$ cat src/rtl/core/pde_pkg.sv
// Package: types, constants and helper functions of the Playfair encryptor.
`default_nettype none

package pde_pkg;

    // Item operation codes
    localparam logic [1:0] OP_KEY = 2'd0;
    localparam logic [1:0] OP_MSG = 2'd1;
    localparam logic [1:0] OP_EOM = 2'd2;

    // Square geometry and letter indexes (A = 0)
    localparam int unsigned SIDE    = 5;
    localparam int unsigned CELLS   = 25;
    localparam int unsigned LETTERS = 26;
    localparam logic [4:0]  LTR_I   = 5'd8;
    localparam logic [4:0]  LTR_J   = 5'd9;
    localparam logic [4:0]  LTR_X   = 5'd23;
    localparam logic [4:0]  LTR_LAST = 5'd25;

    // ASCII bounds
    localparam logic [7:0] ASCII_UP_A = 8'h41;
    localparam logic [7:0] ASCII_UP_Z = 8'h5A;
    localparam logic [7:0] ASCII_LO_A = 8'h61;
    localparam logic [7:0] ASCII_LO_Z = 8'h7A;
    localparam logic [6:0] CHAR_A     = 7'h41;

    // Commands from the controller to the datapath
    typedef struct packed {
        logic capture;    // latch the incoming item
        logic key_add;    // append a key letter, clearing a finished square first
        logic fill_step;  // one step of the alphabet walk that completes the square
        logic hold;       // keep the first letter of a pair
        logic pos_read;   // read both letter positions
        logic sq_read;    // read both cipher cells
        logic emit;       // load the result pair into the output buffer
    } pde_cmd_t;

    // Status from the datapath to the controller
    typedef struct packed {
        logic [1:0] op;
        logic       is_letter;
        logic       square_ready;
        logic       held_valid;
        logic       fill_last;
        logic       obuf_empty;
    } pde_status_t;

    // Decode a byte: {valid, letter index}, J folded to I
    function automatic logic [5:0] letter_of(input logic [7:0] b);
        logic [7:0] d;
        logic       ok;
        logic [4:0] idx;
        d  = 8'h00;
        ok = 1'b0;
        if (b >= ASCII_LO_A && b <= ASCII_LO_Z) begin
            d  = b - ASCII_LO_A;
            ok = 1'b1;
        end else if (b >= ASCII_UP_A && b <= ASCII_UP_Z) begin
            d  = b - ASCII_UP_A;
            ok = 1'b1;
        end
        idx = d[4:0];
        if (idx == LTR_J) begin
            idx = LTR_I;
        end
        return {ok, idx};
    endfunction

    // Row or column step with wrap
    function automatic logic [2:0] wrap_inc(input logic [2:0] v);
        return (v == 3'(SIDE - 1)) ? 3'd0 : v + 3'd1;
    endfunction

    // Cell number of a row and column: row*5 + col
    function automatic logic [4:0] rc_to_cell(input logic [2:0] r, input logic [2:0] c);
        return {r, 2'b00} + {2'b00, r} + {2'b00, c};
    endfunction

endpackage

`default_nettype wire

$ cat src/rtl/core/playfair_digraph_encryptor_unit.sv
// A key byte or a first message letter is captured, then decoded. A pair is decoded, its
// positions and then its cipher cells are read, and it is emitted once the output buffer is
// empty; its second letter follows as the sink takes the first. The first message item after
// a key first fills the square from the alphabet through its single write port, then decodes
// again. Items are taken one at a time; key and held letters are accepted while a pair drains.
// Reset (aresetn low, synchronous) empties the square, drops any held letter and results.
`default_nettype none

module playfair_digraph_encryptor_unit (
    input  wire logic       aclk,
    input  wire logic       aresetn,
    input  wire logic       s_valid,
    output logic            s_ready,
    input  wire logic [1:0] s_op,
    input  wire logic [7:0] s_char_byte,
    output logic            m_valid,
    input  wire logic       m_ready,
    output logic [6:0]      m_cipher_char,
    output logic            m_last_of_pair,
    output logic            m_end_of_message
);
    import pde_pkg::*;

    pde_cmd_t    cmd;
    pde_status_t status;

    pde_ctrl u_ctrl (
        .aclk    (aclk),
        .aresetn (aresetn),
        .s_valid (s_valid),
        .s_ready (s_ready),
        .status  (status),
        .cmd     (cmd)
    );

    pde_datapath u_datapath (
        .aclk             (aclk),
        .aresetn          (aresetn),
        .s_op             (s_op),
        .s_char_byte      (s_char_byte),
        .cmd              (cmd),
        .status           (status),
        .m_valid          (m_valid),
        .m_ready          (m_ready),
        .m_cipher_char    (m_cipher_char),
        .m_last_of_pair   (m_last_of_pair),
        .m_end_of_message (m_end_of_message)
    );

endmodule

`default_nettype wire

$ cat src/rtl/core/pde_ctrl.sv
// Controller: sequences key appends, square completion and pair lookups.
`default_nettype none

module pde_ctrl (
    input  wire logic                aclk,
    input  wire logic                aresetn,
    input  wire logic                s_valid,
    output logic                     s_ready,
    input  wire pde_pkg::pde_status_t status,
    output pde_pkg::pde_cmd_t        cmd
);
    import pde_pkg::*;

    localparam logic [2:0] ST_IDLE   = 3'd0;
    localparam logic [2:0] ST_DECODE = 3'd1;
    localparam logic [2:0] ST_FILL   = 3'd2;
    localparam logic [2:0] ST_CALC   = 3'd3;
    localparam logic [2:0] ST_EMIT   = 3'd4;

    logic [2:0] state_reg;
    logic [2:0] state_next;

    assign s_ready = (state_reg == ST_IDLE);

    // Next state and commands
    always_comb begin
        state_next = state_reg;
        cmd        = '0;
        unique case (state_reg)
            ST_IDLE: begin
                if (s_valid) begin
                    cmd.capture = 1'b1;
                    state_next  = ST_DECODE;
                end
            end
            ST_DECODE: begin
                state_next = ST_IDLE;
                priority if (status.op == OP_KEY) begin
                    cmd.key_add = status.is_letter;
                end else if (status.op == OP_MSG) begin
                    if (status.is_letter) begin
                        priority if (!status.square_ready) begin
                            state_next = ST_FILL;
                        end else if (!status.held_valid) begin
                            cmd.hold = 1'b1;
                        end else begin
                            cmd.pos_read = 1'b1;
                            state_next   = ST_CALC;
                        end
                    end
                end else if (status.op == OP_EOM) begin
                    if (status.held_valid) begin
                        if (!status.square_ready) begin
                            state_next = ST_FILL;
                        end else begin
                            cmd.pos_read = 1'b1;
                            state_next   = ST_CALC;
                        end
                    end
                end else begin
                    state_next = ST_IDLE;
                end
            end
            ST_FILL: begin
                cmd.fill_step = 1'b1;
                if (status.fill_last) begin
                    state_next = ST_DECODE;
                end
            end
            ST_CALC: begin
                cmd.sq_read = 1'b1;
                state_next  = ST_EMIT;
            end
            ST_EMIT: begin
                if (status.obuf_empty) begin
                    cmd.emit   = 1'b1;
                    state_next = ST_IDLE;
                end
            end
            default: begin
                state_next = ST_IDLE;
            end
        endcase
    end

    // Advance state
    always_ff @(posedge aclk) begin
        if (!aresetn) begin
            state_reg <= ST_IDLE;
        end else begin
            state_reg <= state_next;
        end
    end

endmodule

`default_nettype wire

$ cat src/rtl/core/pde_datapath.sv
// Datapath: key square, position table, pair lookup and output buffer.
`default_nettype none

module pde_datapath (
    input  wire logic                 aclk,
    input  wire logic                 aresetn,
    input  wire logic [1:0]           s_op,
    input  wire logic [7:0]           s_char_byte,
    input  wire pde_pkg::pde_cmd_t    cmd,
    output pde_pkg::pde_status_t      status,
    output logic                      m_valid,
    input  wire logic                 m_ready,
    output logic [6:0]                m_cipher_char,
    output logic                      m_last_of_pair,
    output logic                      m_end_of_message
);
    import pde_pkg::*;

    // Stores: cell -> letter, letter -> {row, col}
    logic [4:0] key_square_mem [CELLS];
    logic [5:0] letter_pos_mem [LETTERS];

    // Captured item
    logic [1:0] item_op_reg;
    logic [7:0] item_char_reg;

    // Control state
    logic [LETTERS-1:0] letter_used_reg, letter_used_next;
    logic [4:0]         fill_count_reg, fill_count_next;
    logic [2:0]         fill_row_reg, fill_row_next;
    logic [2:0]         fill_col_reg, fill_col_next;
    logic               square_ready_reg, square_ready_next;
    logic [4:0]         walk_idx_reg, walk_idx_next;
    logic [4:0]         held_letter_reg, held_letter_next;
    logic               held_valid_reg, held_valid_next;
    logic [1:0]         ob_cnt_reg, ob_cnt_next;
    logic               ob_head_reg, ob_head_next;

    // Payload registers
    logic [5:0] pos_a_reg, pos_b_reg;
    logic [4:0] chr_a_reg, chr_b_reg;
    logic       eom_pair_reg;
    logic [4:0] ob_a_reg, ob_b_reg;
    logic       ob_eom_reg;

    logic [5:0] dec;
    logic [4:0] cur_idx;
    logic [4:0] letter_b;
    logic       clear_sq;
    logic [4:0] app_idx;
    logic       used_bit;
    logic [4:0] fill_cur;
    logic [2:0] row_cur, col_cur;
    logic       app_en;
    logic       walk_last;
    logic [2:0] r1, c1, r2, c2;
    logic [4:0] cell_a, cell_b;
    logic       pop;
    logic [4:0] ob_letter;

    // Decode the held item
    assign dec      = letter_of(item_char_reg);
    assign cur_idx  = dec[4:0];
    assign letter_b = (item_op_reg == OP_EOM) ? LTR_X : cur_idx;
    assign walk_last = (walk_idx_reg == LTR_LAST);

    assign status.op           = item_op_reg;
    assign status.is_letter    = dec[5];
    assign status.square_ready = square_ready_reg;
    assign status.held_valid   = held_valid_reg;
    assign status.fill_last    = walk_last;
    assign status.obuf_empty   = (ob_cnt_reg == 2'd0);

    // Append a letter: from a key byte or from the alphabet walk
    always_comb begin
        clear_sq = cmd.key_add && square_ready_reg;
        app_idx  = cmd.key_add ? cur_idx : walk_idx_reg;
        used_bit = clear_sq ? 1'b0 : letter_used_reg[app_idx];
        fill_cur = clear_sq ? 5'd0 : fill_count_reg;
        row_cur  = clear_sq ? 3'd0 : fill_row_reg;
        col_cur  = clear_sq ? 3'd0 : fill_col_reg;
        app_en   = (cmd.key_add || (cmd.fill_step && walk_idx_reg != LTR_J))
                   && !used_bit && (fill_cur < 5'(CELLS));
    end

    // Cipher cells by row, column or rectangle rule
    always_comb begin
        r1 = pos_a_reg[5:3];
        c1 = pos_a_reg[2:0];
        r2 = pos_b_reg[5:3];
        c2 = pos_b_reg[2:0];
        priority if (r1 == r2) begin
            cell_a = rc_to_cell(r1, wrap_inc(c1));
            cell_b = rc_to_cell(r2, wrap_inc(c2));
        end else if (c1 == c2) begin
            cell_a = rc_to_cell(wrap_inc(r1), c1);
            cell_b = rc_to_cell(wrap_inc(r2), c2);
        end else begin
            cell_a = rc_to_cell(r1, c2);
            cell_b = rc_to_cell(r2, c1);
        end
    end

    assign pop = m_valid && m_ready;

    // Next values of the control state
    always_comb begin
        letter_used_next  = clear_sq ? '0 : letter_used_reg;
        fill_count_next   = fill_cur;
        fill_row_next     = row_cur;
        fill_col_next     = col_cur;
        square_ready_next = square_ready_reg;
        walk_idx_next     = walk_idx_reg;
        held_letter_next  = held_letter_reg;
        held_valid_next   = held_valid_reg;
        ob_cnt_next       = ob_cnt_reg;
        ob_head_next      = ob_head_reg;

        if (app_en) begin
            letter_used_next[app_idx] = 1'b1;
            fill_count_next = fill_cur + 5'd1;
            fill_col_next   = wrap_inc(col_cur);
            if (col_cur == 3'(SIDE - 1)) begin
                fill_row_next = row_cur + 3'd1;
            end
        end

        if (clear_sq) begin
            square_ready_next = 1'b0;
            held_valid_next   = 1'b0;
            held_letter_next  = 5'd0;
        end

        if (cmd.fill_step) begin
            if (walk_last) begin
                walk_idx_next     = 5'd0;
                square_ready_next = 1'b1;
            end else begin
                walk_idx_next = walk_idx_reg + 5'd1;
            end
        end

        if (cmd.hold) begin
            held_letter_next = cur_idx;
            held_valid_next  = 1'b1;
        end

        if (cmd.emit) begin
            held_letter_next = 5'd0;
            held_valid_next  = 1'b0;
            ob_cnt_next      = 2'd2;
            ob_head_next     = 1'b0;
        end else if (pop) begin
            ob_cnt_next  = ob_cnt_reg - 2'd1;
            ob_head_next = 1'b1;
        end
    end

    // Hold control state
    always_ff @(posedge aclk) begin
        if (!aresetn) begin
            letter_used_reg  <= '0;
            fill_count_reg   <= 5'd0;
            fill_row_reg     <= 3'd0;
            fill_col_reg     <= 3'd0;
            square_ready_reg <= 1'b0;
            walk_idx_reg     <= 5'd0;
            held_letter_reg  <= 5'd0;
            held_valid_reg   <= 1'b0;
            ob_cnt_reg       <= 2'd0;
            ob_head_reg      <= 1'b0;
        end else begin
            letter_used_reg  <= letter_used_next;
            fill_count_reg   <= fill_count_next;
            fill_row_reg     <= fill_row_next;
            fill_col_reg     <= fill_col_next;
            square_ready_reg <= square_ready_next;
            walk_idx_reg     <= walk_idx_next;
            held_letter_reg  <= held_letter_next;
            held_valid_reg   <= held_valid_next;
            ob_cnt_reg       <= ob_cnt_next;
            ob_head_reg      <= ob_head_next;
        end
    end

    // Capture the item on transfer
    always_ff @(posedge aclk) begin
        if (cmd.capture) begin
            item_op_reg   <= s_op;
            item_char_reg <= s_char_byte;
        end
    end

    // Write the stores and register their reads
    always_ff @(posedge aclk) begin
        if (app_en) begin
            key_square_mem[fill_cur] <= app_idx;
            letter_pos_mem[app_idx]  <= {row_cur, col_cur};
        end
        if (cmd.pos_read) begin
            pos_a_reg <= letter_pos_mem[held_letter_reg];
            pos_b_reg <= letter_pos_mem[letter_b];
        end
        if (cmd.sq_read) begin
            chr_a_reg    <= key_square_mem[cell_a];
            chr_b_reg    <= key_square_mem[cell_b];
            eom_pair_reg <= (item_op_reg == OP_EOM);
        end
    end

    // Load the output pair
    always_ff @(posedge aclk) begin
        if (cmd.emit) begin
            ob_a_reg   <= chr_a_reg;
            ob_b_reg   <= chr_b_reg;
            ob_eom_reg <= eom_pair_reg;
        end
    end

    assign ob_letter        = ob_head_reg ? ob_b_reg : ob_a_reg;
    assign m_valid          = (ob_cnt_reg != 2'd0);
    assign m_cipher_char    = CHAR_A + {2'b00, ob_letter};
    assign m_last_of_pair   = ob_head_reg;
    assign m_end_of_message = ob_head_reg && ob_eom_reg;

endmodule

`default_nettype wire

$ cat config.mk
export PLATFORM = sky130hd
export DESIGN_NAME = playfair_digraph_encryptor_unit
export DESIGN_NICKNAME = d
export VERILOG_FILES = /design/src/rtl/core/pde_pkg.sv /design/src/rtl/core/playfair_digraph_encryptor_unit.sv /design/src/rtl/core/pde_ctrl.sv /design/src/rtl/core/pde_datapath.sv
export SDC_FILE = /design/constraint.sdc
export NUM_CORES = 1
export LEC_CHECK = 0
export BUFFER_PORTS_ARGS = -buffer_cell sky130_fd_sc_hd__clkbuf_2
export CAP_MARGIN = 20
export CELL_PAD_IN_SITES_DETAIL_PLACEMENT = 1
export CELL_PAD_IN_SITES_GLOBAL_PLACEMENT = 2
export CORE_AREA = 2 2 203 205
export CTS_BUF_LIST = sky130_fd_sc_hd__clkbuf_16
export DETAILED_ROUTE_END_ITERATION = 12
export DIE_AREA = 0 0 205 207
export GPL_TIMING_DRIVEN = 0
export PLACE_DENSITY_LB_ADDON = 0.1
export SLEW_MARGIN = 20
export SYNTH_ARGS = -nofsm -noshare
export SYNTH_HDL_FRONTEND = slang
export SYNTH_SLANG_ARGS = --single-unit
$ cat constraint.sdc
create_clock -name aclk -period 9.44 [get_ports aclk]
set_input_delay 0.472 -clock aclk [delete_from_list [all_inputs] [get_ports aclk]]
set_output_delay 0.472 -clock aclk [all_outputs]
set_load 0.03 [all_outputs]
==> results of run 1 <==
## synth_stat cells (all sizes together) (3+ instances only)
cell / count / area, um^2
or2: 6 / 37.54
nand3b: 3 / 22.52
a21o: 8 / 60.06
nor2: 109 / 435.4
a32oi: 4 / 35.03
buf: 34 / 176.4
nor2b: 22 / 137.6
a211oi: 6 / 45.04
nor3: 13 / 65.06
o21ai: 61 / 305.3
a31oi: 16 / 100.1
inv: 37 / 138.9
xnor2: 21 / 183.9
a22o: 14 / 122.6
nand3: 50 / 250.2
o22a: 5 / 43.79
o311ai: 4 / 52.56
edfxtp: 325 / 9759
dfxtp: 55 / 1101
o221ai: 11 / 96.34
nand4: 4 / 25.02
fa: 8 / 160.2
and3: 31 / 193.9
a32o: 12 / 120.1
nor4b: 3 / 32.53
mux4: 107 / 2410
clkbuf: 52 / 195.2
mux2i: 65 / 663.1
o31ai: 7 / 52.55
o22ai: 25 / 156.4
a21boi: 4 / 45.04
a21oi: 62 / 325.3
ha: 48 / 600.6
o211ai: 10 / 75.07
mux2: 17 / 191.4
nand2b: 8 / 57.55
nor4: 3 / 25.02
xor2: 10 / 87.58
nand2: 154 / 585.6
and2: 6 / 37.54
## layout make-up
class / instances / area [um^2]
plain buffers: 86 / 371.6
clock buffers: 44 / 1101
clock inverters: 36 / 267.8
fillers: 4033 / 18650
inverters: 37 / 138.9
multi-input cells: 969 / 8190
flip-flops and latches: 380 / 10860
well taps: 532 / 665.6
repair buffers: 24 / 126.4
## layout by cell type, fill, tap and decap left out, types with 23 or more instances in the layout
cell type	n
mux2i_1	64
nand3_1	50
clkbuf_1	52
edfxtp_1	325
clkbuf_2	23
ha_1	48
clkbuf_16	44
o21ai_0	59
nand2_1	153
inv_1	41
dfxtp_1	55
a21oi_1	60
mux4_2	107
and3_1	31
o22ai_1	25
nor2_1	106
## cells by family (layout without fill, tap and decap cells)
family          after synthesis  after routing  share of synthesized area, %
compound gates              270            270                         9.598
xor+xnor                     31             31                         1.389
fa+ha+maj                    56             56                         3.893
buf+inv                     123            227                         2.612
flops                       380            380                         55.58
mux                         189            189                         16.71
other cells                   1              1                       0.01919
simple gates                422            422                         10.21
## worst paths after layout
check                         startpoint  slack [ns]                               to
max          u_datapath.item_char_reg[0]        3.89  u_datapath.letter_pos_mem[7][3]
min                       s_char_byte[3]        0.08      u_datapath.item_char_reg[3]
max reg2reg  u_datapath.item_char_reg[0]        3.89  u_datapath.letter_pos_mem[7][3]
min reg2reg      u_datapath.chr_b_reg[3]        0.42           u_datapath.ob_b_reg[3]
## per-layer routing
metal  up-vias  GRT usage, %  wire length, um
met1      6708         36.21            23900
li1       5860             -                -
met4         0         11.19             2372
met3       120         3.839             2474
met2       383         47.48            29170
met5         -             0                0
## through the flow
stage,utilization (%),area (um^2),power (uW),std cells,setup WS (ns)
floorplan,-,19540,2073,1472,5.379
global route,53.81,21720,3907,2108,3.614
detailed placement,50.42,20350,2194,2028,3.851
global placement,50.34,20320,2187,2027,3.964
finish,53.81,21720,3795,2108,3.893
CTS,53.81,21720,3820,2108,3.842
## worst max-delay path: stages, from the launching register on
cell and delay [ns]:
edfxtp_1 0.39, buf_2 0.21, inv_1 0.20, ha_1 0.26, or3b_1 0.35, buf_2 0.18, o311ai_4 0.42, nor2_8 0.11
mux2_2 0.72, and2b_1 0.33, nand2_1 0.18, o221a_4 0.29, a21oi_4 0.19, buf_2 0.31, nand2_1 0.25, nor2_1 0.76
## where the power goes
part | switching (uW) | internal, uW
Sequential | 11.7 | 1820
Combinational | 233 | 93.7
Clock | 702 | 933
==> results.json, run 1 <==
{
  "die_y_um": 207,
  "post_cts_buffers": 0,
  "finalSetupTns_ns": 0,
  "vias": 13070,
  "core_um2": 40370,
  "ir_worst_vdd_uv": 151.0,
  "grt_setup_unrepaired": "no",
  "io_buffers": 23,
  "drt.antenna.violating_nets": 0,
  "area_delta_synth_final_pct": 11.16,
  "cts_resized": 0,
  "worstMarginPinSlew_ns": 1.149,
  "r2r_cells": 15,
  "ys.flop_type": "edfxtp_1",
  "drive_gt1_share_pct": 16.31,
  "worstSkewPairLatency_ns": 0.57,
  "route.detailed.drc": 0,
  "holdWs_ns": 0.07544,
  "antenna_found_initial": 0,
  "overflow": 0,
  "dr.pass1.iters": 5,
  "cts_buffers": 43,
  "initial_core_util_pct": 48.41,
  "cts_sinks": 380,
  "synth-seq-cells": 380,
  "routed_via_density": 6.201,
  "synthArstFlopShare_pct": 0,
  "clock_skew_ns": 0.01175,
  "htree_levels": 2,
  "period_minus_slack_ns": 5.547,
  "maxCapViolCount": 0,
  "synth_edf_count": 325,
  "grt_pass1_vias": 13940,
  "num_rows": 74,
  "grt_start_max_net_pins": 34,
  "wirelength_um": 57920,
  "max_freq_ghz": 0.1803,
  "grt_pass1_wl_um": 87870,
  "worstPathArrival_ns": 5.74,
  "min_path_type": "in -> reg",
  "die_w_um": 205,
  "die_area_um2": 42440,
  "min_period_over_period_pct": 58.76,
  "grt_use_total_pct": 27.96,
  "status": "finished clean",
  "syn_avg_cell_area_um2": 13.28,
  "worstSetupStartpointType": "flop",
  "cts_buffer_depth": 3,
  "relSlewSlack_pct": 22.57,
  "diodes": 0,
  "routedWlPerCell_um": 27.48,
  "worstPathRequired_ns": 9.63,
  "syn_area_um2": 19540,
  "syn_nets": 1542,
  "syn_inst": 1472,
  "initialDrtViolationCount": 855,
  "ys_seq_area_share_pct": 55.58,
  "worstSetupEndpointType": "flop",
  "slew_viol_final": 0,
  "largest_reg_flops": 156,
  "cts_tree": "yes",
  "nNetsFinal": 1611,
  "place_congestion": 0.8800,
  "cp_max_fo": 31,
  "holdPathStages": 1,
  "dp_hpwl_um": 41940,
  "cellPowerDensity_nw_per_um2": 174.7,
  "finalHoldViolations": 0,
  "setup_viol": 0,
  "yosysWarnings": 0,
  "io-pin-count": 25,
  "crit_type": "reg -> reg",
  "ctsHoldBuffers": 0,
  "synth_cell_type_count": 88,
  "path_clk_slew_ns": 0.06,
  "root_buffer": "clkbuf_16",
  "power_leakage_uw": 0.007541
}
No activity file was read; power rests on OpenSTA's default activity.
==> inputs of run 2 (changes only) <==
--- a/config.mk
+++ b/config.mk
@@ -9,10 +9,10 @@
 export CAP_MARGIN = 20
 export CELL_PAD_IN_SITES_DETAIL_PLACEMENT = 1
 export CELL_PAD_IN_SITES_GLOBAL_PLACEMENT = 2
-export CORE_AREA = 2 2 203 205
+export CORE_AREA = 2 2 210 212
 export CTS_BUF_LIST = sky130_fd_sc_hd__clkbuf_16
 export DETAILED_ROUTE_END_ITERATION = 12
-export DIE_AREA = 0 0 205 207
+export DIE_AREA = 0 0 212 214
 export GPL_TIMING_DRIVEN = 0
 export PLACE_DENSITY_LB_ADDON = 0.1
 export SLEW_MARGIN = 20
==> constraint.sdc (replaced) <==
create_clock -name aclk -period 5.75 [get_ports aclk]
set_input_delay 0.2875 -clock aclk [delete_from_list [all_inputs] [get_ports aclk]]
set_output_delay 0.2875 -clock aclk [all_outputs]
set_load 0.03 [all_outputs]
==> results.json, run 2 (synthesized netlist as in run 1, its figures left out) <==
{
  "cellPowerDensity_nw_per_um2": 284.5,
  "initial_core_util_pct": 45.57,
  "worstSetupEndpointType": "flop",
  "relSlewSlack_pct": 31.22,
  "path_clk_slew_ns": 0.06,
  "maxCapViolCount": 0,
  "stdcell_count": 2173,
  "final_util_pct": 51.12,
  "min_period_over_period_pct": 97.55,
  "p_sw_uw": 1519,
  "worstSetupStartpointType": "flop",
  "overflow": 0,
  "status": "finished clean",
  "diodes": 0,
  "htree_levels": 2,
  "slew_viol_final": 0,
  "grt_pass1_wl_um": 84440,
  "routed_via_density": 5.964,
  "dpl_worst_slack_ns": 0.1196,
  "comb_power_share_pct": 8.4,
  "crit_type": "reg -> reg",
  "cts_sinks": 380,
  "wirelength_um": 55750,
  "reg2reg_slack_ns": 0.14,
  "mostFrequentLayoutCells": "325 x edfxtp_1, 153 x nand2_1, 107 x mux4_2, 102 x nor2_1, 64 x mux2i_1",
  "worstPathRequired_ns": 5.95,
  "antenna_found_initial": 1,
  "route.detailed.drc": 0,
  "area_delta_synth_final_pct": 12.20,
  "largest_reg_flops": 156,
  "min_path_type": "in -> reg",
  "r2r_cells": 15,
  "post_cts_buffers": 0,
  "p_int_uw": 4720,
  "clock_skew_ns": 0.02134,
  "die_area_um2": 45370,
  "cts_buffer_depth": 3,
  "r2r-start": "u_datapath.item_char_reg[0]",
  "initialDrtViolationCount": 818,
  "ir_worst_vdd_uv": 242.0,
  "drt.antenna.violating_nets": 0,
  "worstPathArrival_ns": 5.81,
  "io-pin-count": 25,
  "cp_max_fo": 31,
  "final_common_cell": "edfxtp_1",
  "root_buffer": "clkbuf_16",
  "drive_gt1_share_pct": 16.69,
  "dr.pass1.iters": 4,
  "die_w_um": 212,
  "routedWlPerCell_um": 25.65,
  "finalHoldViolations": 0,
  "io_buffers": 23,
  "seq_power_share_pct": 48.2,
  "vias": 12960,
  "hp-start": "s_valid",
  "worstSkewPairLatency_ns": 0.57,
  "holdPathStages": 4,
  "grt_use_total_pct": 24.99,
  "worstMarginPinSlew_ns": 1.032,
  "setup_viol": 0,
  "cts_tree": "yes",
  "grt_start_max_net_pins": 34,
  "hold_end": "u_ctrl.state_reg[2]",
  "num_rows": 76,
  "power.share.clock_pct": 43.3,
  "p_sw_share_pct": 24.34,
  "power_leakage_uw": 0.007637,
  "core_um2": 42890,
  "fin_ws_ns": 0.1409,
  "dp_hpwl_um": 40680,
  "die_y_um": 214,
  "finalPower_uw": 6238,
  "grt_setup_unrepaired": "yes",
  "period_minus_slack_ns": 5.609,
  "grt_pass1_vias": 13800,
  "cts_buffers": 43,
  "dp_cells": 2083,
  "r2r-end": "u_datapath.letter_pos_mem[9][3]",
  "place_congestion": 0.8498,
  "max_freq_ghz": 0.1783,
  "nNetsFinal": 1623
}
-- run 2: cell count changes in the layout (fill, tap and decap cells not counted), moves of 2 or more --
cell / previous run / this run
nor2_1: 106 / 102
dlygate4sd3_1: 0 / 10
clkinv_4: 0 / 2
buf_1: 18 / 16
nor2_2: 1 / 5
clkbuf_2: 23 / 25
buf_4: 4 / 6
inv_6: 3 / 1
-- run 2: cell type report --
cell class,instances,area [um^2]
flip-flops and latches,380,10860
inverters,37,138.9
well taps,585,732.0
fillers,4279,20960
clock inverters,36,281.5
multi-input cells,969,8195
plain buffers,86,374.1
clock buffers,44,1101
repair buffers,36,241.5
-- run 2: metal layers --
layer	track usage (%)	share of wire [%]	vias up
met3	4.442	4.7	108
met4	8.826	3.3	0
met1	32.12	42	6671
met5	0	0	-
met2	42.47	50	300
li1	-	-	5880
-- run 2: what timing repair did --
action / in CTS / in global routing
gates resized for setup: 0 / 4
hold buffers: 10 / 0
endpoints found under the hold margin: 10 / 0
endpoints found under the setup margin: 0 / 64
-- run 2: stage by stage --
step	instance area (um^2)	hold WS, ns	TNS, ns
after floorplan	19540	0.3864	0
after global placement	20390	0.4018	0
after detailed placement	20430	0.4079	0
after CTS	21910	0.09517	0
after global routing	21920	0.1298	-1.989
final	21920	0.1158	0
-- run 2: power groups by stage --
| stage | clock, uW | combinational (uW) | sequential, uW |
|---|---|---|---|
| final | 2700 | 526 | 3010 |
| after global routing | 2870 | 571 | 3010 |
| after CTS | 2760 | 529 | 3010 |
| after detailed placement | 0 | 522 | 3070 |
| after global placement | 0 | 508 | 3070 |
| after floorplan | 0 | 339 | 3060 |
-- run 2: worst max path at each step --
stage                                startpoint                               end  slack [ns]  cells after the start
finish              u_datapath.item_char_reg[0]   u_datapath.letter_pos_mem[9][3]        0.14                     15
global route        u_datapath.item_char_reg[0]   u_datapath.letter_pos_mem[9][3]        -0.1                     15
CTS                 u_datapath.item_char_reg[0]   u_datapath.letter_pos_mem[8][2]        0.11                     15
detailed placement  u_datapath.item_char_reg[0]   u_datapath.letter_pos_mem[6][3]        0.12                     15
global placement    u_datapath.item_char_reg[0]   u_datapath.letter_pos_mem[9][3]        0.21                     15
floorplan           u_datapath.item_char_reg[0]  u_datapath.letter_pos_mem[11][0]        1.69                     16
-- run 2: critical path, cell delays in order, from the launching register on --
cell,delay (ns)
edfxtp_1,0.39
buf_2,0.21
inv_1,0.21
ha_1,0.26
or3b_1,0.35
buf_2,0.18
o311ai_4,0.44
nor2_8,0.11
mux2_2,0.72
and2b_1,0.37
nand2_1,0.23
o221a_4,0.30
a21oi_4,0.18
buf_2,0.30
nand2_1,0.26
nor2_1,0.69
